--- src/rtl/core/kfrq_ram.sv ---
// Generic single-port-write, registered-read RAM.
`timescale 1ns / 1ps

module kfrq_ram #(
    parameter int WIDTH = 32,
    parameter int DEPTH = 64,
    localparam int AW = (DEPTH > 1) ? $clog2(DEPTH) : 1
) (
    input  logic             i_clk,
    input  logic             i_we,
    input  logic [AW-1:0]    i_waddr,
    input  logic [WIDTH-1:0] i_wdata,
    input  logic [AW-1:0]    i_raddr,
    output logic [WIDTH-1:0] o_rdata
);

    logic [WIDTH-1:0] r_mem [DEPTH];
    logic [WIDTH-1:0] r_rdata;

    always_ff @(posedge i_clk) begin
        if (i_we) begin
            r_mem[i_waddr] <= i_wdata;
        end
        r_rdata <= r_mem[i_raddr];
    end

    assign o_rdata = r_rdata;

endmodule

--- config.mk ---
export PLATFORM = sky130hd
export DESIGN_NAME = kfrq_ram
export DESIGN_NICKNAME = d
export VERILOG_FILES = /design/src/rtl/core/kfrq_ram.sv
export SDC_FILE = /design/constraint.sdc
export NUM_CORES = 2
export LEC_CHECK = 0
export ABC_AREA = 1
export BUFFER_PORTS_ARGS = -buffer_cell sky130_fd_sc_hd__buf_2
export CELL_PAD_IN_SITES_DETAIL_PLACEMENT = 1
export CELL_PAD_IN_SITES_GLOBAL_PLACEMENT = 1
export CORE_MARGIN = 8
export CORE_UTILIZATION = 54
export CTS_BUF_LIST = sky130_fd_sc_hd__clkbuf_8
export DETAILED_ROUTE_END_ITERATION = 10
export PLACE_DENSITY = 0.79
export RECOVER_POWER = 50
export SYNTH_ARGS = -nofsm -noshare
export SYNTH_HDL_FRONTEND = slang
export SYNTH_SLANG_ARGS = --single-unit
--- constraint.sdc ---
create_clock -name i_clk -period 5.63 [get_ports i_clk]
set_clock_uncertainty 0.2 [all_clocks]
set_input_delay 0.2815 -clock i_clk [delete_from_list [all_inputs] [get_ports i_clk]]
set_output_delay 0.2815 -clock i_clk [all_outputs]
set_load 0.02 [all_outputs]
; Word level (Yosys, flattened, before mapping)
; Memory sizes are Yosys's and may differ from the RTL's. A register that Yosys moved wholly into a read port is not among the register bits.
; Cells that the tools add are included.
[op_classes]
mux = 2
[op_table]
columns = operator, count
row1 = 2-to-1 mux 1 bit, 2
[word_totals]
n_memories = 1
ram_bits = 2048
in_bits = 46
register_bits = 0
output_inout_bits = 32
wordCells = 3
[mem_list]
columns = name, depth, word_bits, read_ports, rd_clocked_by_memory_dff, write_ports, line
row1 = r_mem, 64, 32, 1, 1, 1, 17  ; logic [WIDTH-1:0] r_mem [DEPTH];

; Longest topological paths before layout
[logic_depth]
word_depth = 2
mapped_depth = 13
ltp_nobuf = 9

; Worst setup path before layout
; OpenSTA, ideal clock, no wires.
[synth_path]
kind = input -> register
from = input i_we
to = memory r_mem[48][0], enable pin
n_path_buf = 1
path_stages = 3
setup_slack_ns = 1.019
required_ns = 4.928
setup_time_ns = 0.502
arrival_time_ns = 3.909
path_cell_list = clkbuf_1 -> nand4_1 -> nor4_1
[synth_via]
elab_chain_cells = 2
[synth_rtl]
columns = item, line
row1 = from (decl), 10  ; input logic i_we,
row2 = 2-to-1 mux 1 bit, 21  ; if (i_we) begin
row3 = 2-to-1 mux 1 bit (not written as such), 22  ; r_mem[i_waddr] <= i_wdata;
row4 = to (decl), 17
; Every way passes these cells.

; Worst setup path in the final report
[layout_path]
from = input i_waddr[1]
to = memory r_mem[1][7], enable pin
[layout_lines]
columns = item, line
row1 = from (decl), 11  ; input logic [AW-1:0] i_waddr,
; No word-level cell before the write port.

==> flow_summary.yaml <==
status:
  status: "finished with violations"
  violations: "capacitance limit, slew limit"
setup_path:
  crit_top_cell: "clkbuf_1"
  cp-endpoint: "r_mem[1][7]$_DFFE_PP_"
  cp_num_buf_inv: 5
  critical_path_required_ns: 6.00
  crit_start: "i_waddr[1]"
  path_depth: 7
  path_max_fanout: 21
  critPathKind: "input port to flop"
  arrival_ns: 4.88
  end_kind: "flop"
  crit_slowest_cell: "clkbuf_1"
  cpPeakStageDelay_ns: 1.43
  crit_chain: "dlygate4sd3_1, clkbuf_1, inv_1, nand4_1, clkbuf_1, nor2_1, clkbuf_1"
  critPathLaunchType: "input port"
  regToRegEndpoint: "o_rdata[5]$_DFF_P_"
  cp_top_family: "buffers and inverters"
  rrSetupSlack_ns: 2.90
  timing.rr.start: "r_mem[49][5]$_DFFE_PP_"
  r2r_cells: 10
sta:
  hold_viol_final: 0
  tns_ns: 0
  drv_slew: 2151
  max_freq_mhz: 222
  setup_viol: 0
  min_period_over_period_pct: 80.0
  rsz0062_at_grt: "no"
  fin_crit_ns: 4.51
  worst_slew_pin_slew_ns: 3.89
  relSlewSlack_pct: -159
detailed_routing:
  drt_iter0_markers: 6909
  vias: 58100
  route.met2.wl_um: 128000
  m1WireLength_um: 101000
  vias_per_cell: 6.30
  ant_nets: 0
  wl_per_cell_um: 29.1
  routed_wirelength_um: 268000
  dr_wl_met3_um: 26000
  drc: 0
  highest_layer: "met5"
  drt_pre_antenna_iters: 5
global_routing:
  antenna_found_initial: 13
  grt_max_degree: 177
  grt_usage_pct: 31.3
  grt.overflow.total: 0
  grt_pass1_wl_um: 394000
  grt_pass1_vias: 61700
clock_tree:
  clock_latency_ns: 1.07
  cts_resized: 0
  clock_path_buffers: 4
  cts_buffers: 351
  htreeDepth: 5
  cts-root-buf: "clkbuf_8"
  clkSinkCount: 2080
  clkTransAtPathRegs_ns: 0.06
  cts_tree: "built"
  cts_setup_buffers: 0
logic_synthesis:
  postSynthCellCount: 6769
  syn-num-nets: 6815
  ys_types: 16
  netlist_area_um2: 82700
  ys_seq_area_share_pct: 75.1
  yosysWarningCount: 0
  ys_ff_latch: 2080
  avgSynthCellArea_um2: 12.2
power:
  powerDensity_nw_per_um2: 344
  power_mw: 31.6
  ir_drop_v: 0.000221
  leakagePower_nw: 32.7
final_layout:
  area.sequential_um2: 62100
  fillCellCount: 15200
  layout_common_cells: "nand2_1, edfxtp_1, nand3_1"
  fin_nets: 6987
  multi_input_area_um2: 18800
  area_delta_synth_final_pct: 11.0
  layout_commonest_cell: "nand2_1"
  drive_gt1_share_pct: 9.19
hold_path:
  hold_class: "input port to flop"
floorplanning:
  die_area_um2: 166000
  die-height_um: 407
  core_um2: 152000
  start_util_pct: 54.4
  pin_count: 78
  num_rows: 143
  die_w_um: 407
placed_design:
  port-buffer-count: 77
  place.gp.congestion: 0.906
  place_hpwl_um: 145000
flow_run:
  maxCapViolations: 35
[synth_stat cells]
library cell	number	area [µm²]
buf_1	40	150
buf_2	282	1410
buf_4	45	338
buf_6	3	33.8
buf_8	2	30.0
clkbuf_1	77	289
dfxtp_1	32	641
edfxtp_1	2048	61500
inv_1	9	33.8
inv_2	2	7.51
inv_4	1	6.26
nand2_1	2248	8440
nand3_1	1907	9540
nand4_1	9	56.3
nor2_1	56	210
nor4_1	8	50.1
[metal layers]
metal / up-vias / global-route usage [%]
met4: 6 / 14.1
met2: 3398 / 50.7
li1: 24500 / -
met5: - / 0
met3: 670 / 7.24
met1: 29500 / 40.7
[timing repair]
item                                    4_1_cts  5_1_grt
hold endpoints to repair                   2216        0
endpoints found under the setup margin        0        0
hold buffers                                 47        0
[cell type report]
class	instances	area share (%)
diodes	8	0.0218
clock buffers	370	5.55
clock inverters	235	1.12
inverters	12	0.0899
multi-input cells	4228	20.4
flip-flops and latches	2080	67.7
well taps	2030	2.77
repair buffers	268	2.37
[worst register-to-register path, cell delays in order, from the launching register on]
cell           delay [ns]
edfxtp_1             0.38
nand2_1              0.09
nand3_1              0.12
nand3_1              0.12
nand2_1              0.10
nand2_1              0.08
nand3_1              0.21
nand3_1              0.13
dlygate4sd3_1        0.56
nand2_1              0.07
dlygate4sd3_1        0.57
[how the worst min path moves through the flow]
stage,to,start,cells past startpoint
after floorplan,r_mem[0][0]$_DFFE_PP_,i_wdata[0],0
after global placement,o_rdata[25],o_rdata[25]$_DFF_P_,1
after detailed placement,o_rdata[4],o_rdata[4]$_DFF_P_,1
after CTS,r_mem[55][15]$_DFFE_PP_,i_waddr[4],4
after global routing,r_mem[55][15]$_DFFE_PP_,i_waddr[5],4
final,r_mem[55][15]$_DFFE_PP_,i_waddr[5],4
[flip-flops by register name (all words and copies together) (netlist names)]
signal	count
r_mem	2048
o_rdata	32
[power by group]
part	switching, mW	leakage (nW)	internal (mW)
combinational	1.60	10.4	0.471
clock	6.07	3.58	6.17
sequential	0.103	18.7	17.2
total	7.77	32.7	23.8
[stage by stage]
stage | area, µm² | hold slack (ns) | setup WS (ns) | util (%) | instances
2_1_floorplan | 82700 | 0.180 | 1.02 | - | 6769
3_3_place_gp | 85400 | 0.501 | 1.98 | 56.1 | 8570
3_5_place_dp | 85400 | 0.503 | 1.86 | 56.1 | 8570
4_1_cts | 91900 | 0.118 | 1.95 | 60.5 | 9222
5_1_grt | 91800 | 0.162 | 1.26 | 60.4 | 9226
6_report | 91800 | 0.200 | 1.12 | 60.4 | 9231
[cell families (layout without fill, tap and decap cells)]
logic type	count (synthesis)	in the layout	share of synthesized area (%)
buffers and inverters	461	885	2.78
flip-flops	2080	2080	75.1
other	0	8	0
AND/OR/NAND/NOR	4228	4228	22.1
(Power assumes the default switching activity.)
