$ cat config.mk
export PLATFORM = sky130hd
export DESIGN_NAME = kfrq_engine
export DESIGN_NICKNAME = d
export VERILOG_FILES = /design/src/rtl/core/kfrq_pkg.sv /design/src/rtl/core/kfrq_engine.sv
export SDC_FILE = /design/constraint.sdc
export NUM_CORES = 1
export LEC_CHECK = 0
export BUFFER_PORTS_ARGS = -buffer_cell sky130_fd_sc_hd__buf_4
export CELL_PAD_IN_SITES_DETAIL_PLACEMENT = 0
export CELL_PAD_IN_SITES_GLOBAL_PLACEMENT = 1
export CORE_UTILIZATION = 30
export CTS_BUF_LIST = sky130_fd_sc_hd__clkbuf_16
export DETAILED_ROUTE_END_ITERATION = 12
export GPL_ROUTABILITY_DRIVEN = 0
export PLACE_DENSITY_LB_ADDON = 0.1
export SLEW_MARGIN = 10
export SYNTH_ARGS = -nofsm -noshare
export SYNTH_HDL_FRONTEND = slang
export SYNTH_SLANG_ARGS = --single-unit
$ cat constraint.sdc
create_clock -name i_clk -period 10.7 [get_ports i_clk]
set_input_delay 1.07 -clock i_clk [delete_from_list [all_inputs] [get_ports i_clk]]
set_output_delay 1.07 -clock i_clk [all_outputs]
set_load 0.02 [all_outputs]
$ cat src/rtl/core/kfrq_pkg.sv
// Shared types and constants of the key frequency table.
`timescale 1ns / 1ps

package kfrq_pkg;

    localparam int TableDepthDef = 64;
    localparam int TopKDef       = 10;
    localparam int KEY_W         = 64;
    localparam int CNT_W         = 32;
    localparam int RANK_W        = 6;

    localparam logic REQ_ADD    = 1'b0;
    localparam logic REQ_REPORT = 1'b1;

    localparam logic [CNT_W-1:0] COUNT_MAX = '1;

    typedef enum logic [2:0] {
        ST_INC    = 3'd0,
        ST_INS    = 3'd1,
        ST_FULL   = 3'd2,
        ST_EMPTY  = 3'd3,
        ST_REPORT = 3'd4
    } t_status;

    typedef enum logic [1:0] {
        S_IDLE,
        S_ADD,
        S_REP,
        S_EMIT
    } t_state;

    typedef struct packed {
        t_status           status;
        logic              entry_valid;
        logic [RANK_W-1:0] rank;
        logic [KEY_W-1:0]  key;
        logic [CNT_W-1:0]  count;
        logic              last;
    } t_result;

    function automatic logic [CNT_W-1:0] sat_inc(input logic [CNT_W-1:0] v);
        sat_inc = (v == COUNT_MAX) ? v : v + CNT_W'(1);
    endfunction

endpackage

$ cat src/rtl/core/kfrq_engine.sv
// Scan sequencer: key lookup, insert, count update and top-K selection.
`timescale 1ns / 1ps

module kfrq_engine import kfrq_pkg::*; #(
    parameter int TABLE_DEPTH = TableDepthDef,
    parameter int TOP_K       = TopKDef,
    localparam int IW = (TABLE_DEPTH > 1) ? $clog2(TABLE_DEPTH) : 1,
    localparam int UW = $clog2(TABLE_DEPTH + 1),
    localparam int TW = (UW > RANK_W + 1) ? UW : RANK_W + 1
) (
    input  logic             i_clk,
    input  logic             i_rst_n,
    input  logic             i_req_valid,
    output logic             o_req_ready,
    input  logic             i_req_type,
    input  logic [KEY_W-1:0] i_key,
    output logic [IW-1:0]    o_rd_addr,
    input  logic [KEY_W-1:0] i_key_rdata,
    input  logic [CNT_W-1:0] i_cnt_rdata,
    output logic             o_key_we,
    output logic             o_cnt_we,
    output logic [IW-1:0]    o_waddr,
    output logic [KEY_W-1:0] o_key_wdata,
    output logic [CNT_W-1:0] o_cnt_wdata,
    output logic             o_res_valid,
    output t_result          o_res,
    input  logic             i_res_ready
);

    t_state            r_state, n_state;
    logic [UW-1:0]     r_used, n_used;
    logic [UW-1:0]     r_iss, n_iss;
    logic              r_rd_vld, n_rd_vld;
    logic [IW-1:0]     r_rd_idx, n_rd_idx;
    logic              r_have, n_have;
    logic [IW-1:0]     r_best_idx, n_best_idx;
    logic [KEY_W-1:0]  r_best_key, n_best_key;
    logic [CNT_W-1:0]  r_best_cnt, n_best_cnt;
    logic [IW-1:0]     r_prev_idx, n_prev_idx;
    logic [CNT_W-1:0]  r_prev_cnt, n_prev_cnt;
    logic [RANK_W-1:0] r_rank, n_rank;
    logic [KEY_W-1:0]  r_key, n_key;
    t_result           r_res, n_res;

    logic          issue_more;
    logic          scan_done;
    logic [TW-1:0] total;
    logic          eligible;
    logic          better;
    logic [CNT_W-1:0] inc_cnt;

    assign issue_more = r_iss < r_used;
    assign scan_done  = !issue_more && !r_rd_vld;
    assign total      = (TW'(r_used) < TW'(TOP_K)) ? TW'(r_used) : TW'(TOP_K);
    assign eligible   = (r_rank == '0) || (i_cnt_rdata < r_prev_cnt) ||
                        ((i_cnt_rdata == r_prev_cnt) && (r_rd_idx > r_prev_idx));
    assign better     = !r_have || (i_cnt_rdata > r_best_cnt);
    assign inc_cnt    = sat_inc(i_cnt_rdata);

    always_ff @(posedge i_clk) begin
        if (!i_rst_n) begin
            r_state  <= S_IDLE;
            r_used   <= '0;
            r_iss    <= '0;
            r_rd_vld <= 1'b0;
            r_have   <= 1'b0;
            r_rank   <= '0;
        end else begin
            r_state  <= n_state;
            r_used   <= n_used;
            r_iss    <= n_iss;
            r_rd_vld <= n_rd_vld;
            r_have   <= n_have;
            r_rank   <= n_rank;
        end
    end

    always_ff @(posedge i_clk) begin
        r_rd_idx   <= n_rd_idx;
        r_best_idx <= n_best_idx;
        r_best_key <= n_best_key;
        r_best_cnt <= n_best_cnt;
        r_prev_idx <= n_prev_idx;
        r_prev_cnt <= n_prev_cnt;
        r_key      <= n_key;
        r_res      <= n_res;
    end

    always_comb begin
        n_state    = r_state;
        n_used     = r_used;
        n_iss      = r_iss;
        n_rd_vld   = r_rd_vld;
        n_rd_idx   = r_rd_idx;
        n_have     = r_have;
        n_best_idx = r_best_idx;
        n_best_key = r_best_key;
        n_best_cnt = r_best_cnt;
        n_prev_idx = r_prev_idx;
        n_prev_cnt = r_prev_cnt;
        n_rank     = r_rank;
        n_key      = r_key;
        n_res      = r_res;
        o_req_ready = 1'b0;
        o_res_valid = 1'b0;
        o_rd_addr   = r_iss[IW-1:0];
        o_key_we    = 1'b0;
        o_cnt_we    = 1'b0;
        o_waddr     = r_used[IW-1:0];
        o_key_wdata = r_key;
        o_cnt_wdata = CNT_W'(1);

        case (r_state)
            S_IDLE: begin
                o_req_ready = 1'b1;
                if (i_req_valid) begin
                    n_key    = i_key;
                    n_iss    = '0;
                    n_rd_vld = 1'b0;
                    n_have   = 1'b0;
                    n_rank   = '0;
                    if (i_req_type == REQ_REPORT) begin
                        n_state = S_REP;
                    end else if (i_key == '0) begin
                        n_res   = '{ST_EMPTY, 1'b0, '0, i_key, '0, 1'b1};
                        n_state = S_EMIT;
                    end else begin
                        n_state = S_ADD;
                    end
                end
            end
            S_ADD: begin
                n_rd_vld = issue_more;
                n_rd_idx = r_iss[IW-1:0];
                if (issue_more) begin
                    n_iss = r_iss + UW'(1);
                end
                if (r_rd_vld && (i_key_rdata == r_key)) begin
                    o_cnt_we    = 1'b1;
                    o_waddr     = r_rd_idx;
                    o_cnt_wdata = inc_cnt;
                    n_rd_vld    = 1'b0;
                    n_res       = '{ST_INC, 1'b0, '0, r_key, inc_cnt, 1'b1};
                    n_state     = S_EMIT;
                end else if (scan_done) begin
                    if (r_used < UW'(TABLE_DEPTH)) begin
                        o_key_we = 1'b1;
                        o_cnt_we = 1'b1;
                        n_used   = r_used + UW'(1);
                        n_res    = '{ST_INS, 1'b0, '0, r_key, CNT_W'(1), 1'b1};
                    end else begin
                        n_res    = '{ST_FULL, 1'b0, '0, r_key, '0, 1'b1};
                    end
                    n_state = S_EMIT;
                end
            end
            S_REP: begin
                if (total == '0) begin
                    n_res   = '{ST_REPORT, 1'b0, '0, '0, '0, 1'b1};
                    n_state = S_EMIT;
                end else begin
                    n_rd_vld = issue_more;
                    n_rd_idx = r_iss[IW-1:0];
                    if (issue_more) begin
                        n_iss = r_iss + UW'(1);
                    end
                    if (r_rd_vld && eligible && better) begin
                        n_have     = 1'b1;
                        n_best_idx = r_rd_idx;
                        n_best_key = i_key_rdata;
                        n_best_cnt = i_cnt_rdata;
                    end
                    if (scan_done) begin
                        n_res = '{ST_REPORT, 1'b1, r_rank, r_best_key, r_best_cnt,
                                  (TW'(r_rank) + TW'(1)) == total};
                        n_prev_idx = r_best_idx;
                        n_prev_cnt = r_best_cnt;
                        n_rank     = r_rank + RANK_W'(1);
                        n_state    = S_EMIT;
                    end
                end
            end
            S_EMIT: begin
                o_res_valid = 1'b1;
                if (i_res_ready) begin
                    n_iss    = '0;
                    n_rd_vld = 1'b0;
                    n_have   = 1'b0;
                    n_state  = r_res.last ? S_IDLE : S_REP;
                end
            end
            default: begin
                n_state = S_IDLE;
            end
        endcase
    end

    assign o_res = r_res;

endmodule

# == Yosys cells after proc, flatten, opt, wreduce, memory -nomap -nowiden ==
# Cells that the tools add are included.
# classes
add_sub_neg,5
bitwise,2
eq_ne,16
n_lt_le_gt_ge,6
reduce_logical,29
n_mux,51
# op_table
op,count
two-way mux 107 bit,7
case mux 107 bit (3 select lines),1
two-way mux 106 bit,1
two-way mux 32 bit,3
== test 64 bit,1
logical NOT 64 bit,1
two-way mux 6 bit,6
two-way mux 7 bit,5
adder 32 x 1 -> 32 bit (second input constant),1
== test 32 bit,1
== test 32 bit (second input constant),1
> comparator 32 bit,1
< comparator 32 bit,1
case mux 7 bit (4 select lines),1
case mux 6 bit (2 select lines),2
two-way mux 2 bit,8
adder 7 x 1 -> 7 bit (second input constant),2
two-way mux 1 bit,14
inequality test 2 bit (second input constant),7
AND reduction 3 bit,3
case mux 2 bit (4 select lines),1
AND reduction 4 bit,2
adder 6 x 1 -> 7 bit (second input constant),1
== test 7 bit,1
22 further kinds,37
# word_totals
reg_bits,341
output_inout_bits,219
inputBits,165
word_cells,128

# == Depth between registers and ports, before layout ==
# depth
word_depth,8
ltp_mapped,10
ltp_nobuf,8

# == Worst setup path after synthesis ==
# OpenSTA, ideal clock, no wires.
# synth_timing
path_type,input -> register
from,in i_key_rdata[37]
to,reg r_res (netlist bit o_res[0]) (enable)
setup_slack_ps,5274
cell_stages,6
path_buffers,0
arrival_ps,4941
required_time_ps,10215
path_cell_list,xor2_1 > nor4_1 > nand4_1 > nor4_2 > and2_1 > o31a_1
# synth_between
elab_chain_cells,4
# synth_rtl
element,line,rtl
start: declaration,kfrq_engine.sv:18,"input logic [KEY_W-1:0] i_key_rdata,"
== test 64 bit,kfrq_engine.sv:138,if (r_rd_vld && (i_key_rdata == r_key)) begin
logical AND 1 bit,kfrq_engine.sv:138,
inequality test 3 bit (no source line),-,
AND reduction 6 bit (no source line),-,
end signal: assignment,kfrq_engine.sv:86,r_res <= n_res;
end: declaration,kfrq_engine.sv:43,"t_result r_res, n_res;"
# No other way between the ends.
# A chain may end at the register's enable or synchronous reset.

# == Worst setup path in the final report ==
# layout_timing
from,in i_key_rdata[3]
to,out o_waddr[3]
# layout_between
elab_chain_cells,4
# layout_rtl
element,line,rtl
== test 64 bit,kfrq_engine.sv:138,
logical AND 1 bit,kfrq_engine.sv:138,
two-way mux 6 bit,kfrq_engine.sv:138,
two-way mux 6 bit,kfrq_engine.sv:113,case (r_state)
end: declaration,kfrq_engine.sv:22,"output logic [IW-1:0] o_waddr,"
# No other way between the ends.

==> results.yml <==
timing:
  timing_worst_slew_pin_value_ns: 1.19
  rsz_0062_raised_after_global_routing: "false"
  layout_worst_path_cycle_share_pct: 58.0
  final_period_minus_worst_setup_slack_ns: 6.21
  final_count_of_hold_timing_violations: 0
  finClkSkew_ns: 0.0204
  slew_headroom_pct: 20.8
  max_freq_ghz: 0.161
  setup_ws_ns: 4.49
  report.final.setup_viol: 0
  finalSetupTns_ns: 0
  timing_max_transition_violations_final: 0
run_status:
  outcome: "finished clean"
route:
  drc: 0
  maxUsedRoutingLayer: "met5"
  route.final.wire_length_um: 60400
  route.antenna.remaining_nets: 0
  drtPass1Iterations: 5
  avg_wl_per_cell_um: 24.1
  met1_length_um: 25200
  drt_initial_violations: 668
  detailroute.wirelength.met3_um: 4980
  vias: 12642
  met2_routed_wirelength_um: 28900
  detail_route.vias_per_cell: 5.04
hold_path:
  min-delay-path-class: "flip-flop to flip-flop"
floorplanning:
  die_width_um: 237
  die-height_um: 237
  rows: 85
  total_die_area_sq_um: 56100
  coreArea_sq_um: 54100
  boundaryPins: 384
  initial_utilization_pct: 30.6
worst_setup_path:
  worst_setup_path_end_kind: "primary output"
  worstSetupPathType: "input port to primary output"
  crit_arrival_ns: 5.14
  path_buf_inv: 2
  worst_setup_path_endpoint: "o_waddr[3]"
  timing.critical_path.slowest_cell_delay_ns: 1.02
  reg2reg_path_depth: 7
  cp_slowest_cell: "sky130_fd_sc_hd__nand3_2"
  reg2reg_setup_slack_ns: 5.40
  crit-reg2reg-launch: "o_key_wdata[11]$_DFFE_PP_"
  crit_required_ns: 9.63
  worstPathMaxFanout: 38
  path_delay_family: "simple AND/OR/NAND/NOR gates"
  crit_chain: "buf_4 > xor2_1 > nor4_1 > nand4_1 > nor4_2 > nand3_2 > mux2_2 > buf_4"
  crit_start: "i_key_rdata[3]"
  rr_endpoint: "o_res[11]$_DFFE_PP_"
  number_of_cells_on_the_critical_path: 8
  crit_top_cell: "sky130_fd_sc_hd__buf_4"
  worstSetupStartpointType: "input port"
clock_network:
  clk-insertion-delay-late_ns: 0.57
  numClockSinks: 341
  ctsLongestPathBuffers: 3
  postCtsSetupRepairBufs: 0
  tritoncts_clock_tree: "done"
  post_cts_resize_count: 0
  cts-root-buf: "sky130_fd_sc_hd__clkbuf_16"
  htreeDepth: 2
  cts_hold_buffers_added: 0
  clock_pin_transition_on_the_worst_setup_and_hold_timing_paths_ns: 0.06
  cts_inserted_buffers: 43
global_route:
  first_global_vias: 12874
  grt_max_degree: 78
  globalRouteTotalUtil_pct: 21.1
  grt_first_pass_wirelength_um: 87300
  grt_antenna_before_repair: 6
  gr-total-overflow: 0
power:
  switchingPower_mw: 2.18
  ir_drop_uv: 208
  power_frac_clock_pct: 26.6
  power.sequential.fraction_pct: 37.0
  share_comb_of_total_power_pct: 36.3
  power_switching_share_pct: 38.0
  ratio_of_total_power_to_cell_area_nw_per_um2: 265
  internal-power_mw: 3.56
  leakagePower_nw: 8.55
yosys:
  synth_flop_cell: "sky130_fd_sc_hd__edfxtp_1"
  cell_type_with_the_largest_total_area_after_synthesis: "sky130_fd_sc_hd__edfxtp_1"
  synth.cell_area_sq_um: 16500
  post_synth_num_cell_types: 69
  synthesis.yosys.warnings: 0
  synth_top_cells_by_count: "sky130_fd_sc_hd__edfxtp_1 (317), sky130_fd_sc_hd__nor2_1 (176), sky130_fd_sc_hd__inv_1 (99), sky130_fd_sc_hd__nand2_1 (87), sky130_fd_sc_hd__ha_1 (86)"
  synth_most_common_cell: "sky130_fd_sc_hd__edfxtp_1"
  async_reset_ff_share_pct: 0
  postSynthCellCount: 1394
  syn_area_per_cell_sq_um: 11.9
  synth-seq-cells: 341
  post-synth-top-area-fraction_pct: 57.5
  yosys-top-cells-area: "sky130_fd_sc_hd__edfxtp_1 (58%), sky130_fd_sc_hd__ha_1 (6.5%), sky130_fd_sc_hd__nor2_1 (4.0%)"
  synth-edff-count: 317
  synth-seq-area-share_pct: 60.4
  synthesis.nets: 1645
layout:
  drive_above_1_share_pct: 26.8
  syn_to_final_growth_pct: 30.9
  fin_nets: 2024
placed_design:
  port_buffers: 383
  dpl_worst_slack_ns: 4.41
  hpwlAfterDp_um: 43300
run:
  maxCapViolCount: 0
-- per-stage QoR --
step | area [sq um] | utilization [%] | power [mW] | instances | hold slack, ns
floorplan | 16500 | - | 3.28 | 1394 | 0.400
global placement | 20200 | 37.3 | 4.27 | 2424 | 0.402
global route | 21700 | 40.0 | 6.02 | 2506 | 0.420
finish | 21700 | 40.0 | 5.74 | 2506 | 0.422
detailed placement | 20200 | 37.3 | 4.27 | 2424 | 0.405
CTS | 21600 | 40.0 | 5.82 | 2504 | 0.420
-- kinds of logic (layout without fill, tap and decap cells) --
kind of cell	count (synthesis)	in the layout	synth area share [%]
AO/OA/AOI/OAI	238	238	10.0
XOR/XNOR	89	89	4.71
adder cells (fa/ha/maj)	86	86	6.50
buffers and inverters	160	574	3.83
flip-flops	341	341	60.4
multiplexers	15	15	0.961
other	0	2	0
AND/OR/NAND/NOR	465	465	13.5
-- cells in the final DEF, fill, tap and decap left out, types with 8 or more instances in the layout --
| master | count |
|---|---|
| sky130_fd_sc_hd__inv_1 | 104 |
| sky130_fd_sc_hd__edfxtp_1 | 317 |
| sky130_fd_sc_hd__mux2i_1 | 8 |
| sky130_fd_sc_hd__nor2_1 | 176 |
| sky130_fd_sc_hd__and4_1 | 8 |
| sky130_fd_sc_hd__nand2b_1 | 9 |
| sky130_fd_sc_hd__nor4_1 | 38 |
| sky130_fd_sc_hd__clkinv_1 | 10 |
| sky130_fd_sc_hd__nand4_1 | 39 |
| sky130_fd_sc_hd__a21oi_1 | 43 |
| sky130_fd_sc_hd__nand3_1 | 40 |
| sky130_fd_sc_hd__buf_4 | 394 |
| sky130_fd_sc_hd__clkbuf_16 | 44 |
| sky130_fd_sc_hd__a221oi_1 | 68 |
| sky130_fd_sc_hd__xnor2_1 | 23 |
| sky130_fd_sc_hd__dfxtp_1 | 24 |
| sky130_fd_sc_hd__nand2_1 | 87 |
| sky130_fd_sc_hd__xor2_1 | 66 |
| sky130_fd_sc_hd__o21ai_0 | 61 |
| sky130_fd_sc_hd__ha_1 | 84 |
| sky130_fd_sc_hd__nor3_1 | 14 |
| sky130_fd_sc_hd__nor2b_1 | 10 |
| sky130_fd_sc_hd__and3_1 | 11 |
-- cell type report --
cell class | count | area, sq um
Clock buffer | 44 | 1100
Tap cell | 696 | 871
Clock inverter | 36 | 370
Fill cell | 5298 | 32500
Antenna cell | 2 | 5.00
Timing Repair Buffer | 394 | 2960
Multi-Input combinational cell | 893 | 5970
Inverter | 100 | 375
Sequential cell | 341 | 10000
-- worst min path at each step --
| stage | startpoint | endpoint | slack (ns) | depth (start not counted) |
|---|---|---|---|---|
| 6_report | r_best_idx[5]$_DFFE_PP_ | r_prev_idx[5]$_DFFE_PP_ | 0.42 | 0 |
| 5_1_grt | r_best_idx[1]$_DFFE_PP_ | r_prev_idx[1]$_DFFE_PP_ | 0.42 | 0 |
| 4_1_cts | r_best_idx[5]$_DFFE_PP_ | r_prev_idx[5]$_DFFE_PP_ | 0.42 | 0 |
| 3_5_place_dp | r_best_idx[5]$_DFFE_PP_ | r_prev_idx[5]$_DFFE_PP_ | 0.41 | 0 |
| 3_3_place_gp | r_best_idx[3]$_DFFE_PP_ | r_prev_idx[3]$_DFFE_PP_ | 0.40 | 0 |
| 2_1_floorplan | r_best_idx[0]$_DFFE_PP_ | r_prev_idx[0]$_DFFE_PP_ | 0.40 | 0 |
-- state kept, by name, indices dropped and copies added, names as in the netlist --
| name | flops |
|---|---|
| o_key_wdata | 64 |
| o_res | 107 |
| r_best_cnt | 32 |
| r_best_idx | 6 |
| r_best_key | 64 |
| r_have | 1 |
| r_iss | 7 |
| r_prev_cnt | 32 |
| r_prev_idx | 6 |
| r_rank | 6 |
| r_rd_idx | 6 |
| r_rd_vld | 1 |
| r_state | 2 |
| r_used | 7 |
-- per-layer routing --
metal | vias to the layer above | track usage (%)
met5 | - | 0
met4 | 8 | 5.69
met3 | 77 | 7.23
met2 | 422 | 35.1
met1 | 6152 | 26.1
li1 | 5983 | -
-- power by group through the flow --
stage | clock network, mW | logic (mW) | registers (mW)
after floorplan | 0 | 0.840 | 2.44
after CTS | 1.57 | 2.12 | 2.13
final | 1.53 | 2.09 | 2.13
after detailed placement | 0 | 2.12 | 2.15
after global routing | 1.62 | 2.24 | 2.16
after global placement | 0 | 2.12 | 2.15
Power figures use the tool's default switching activity.
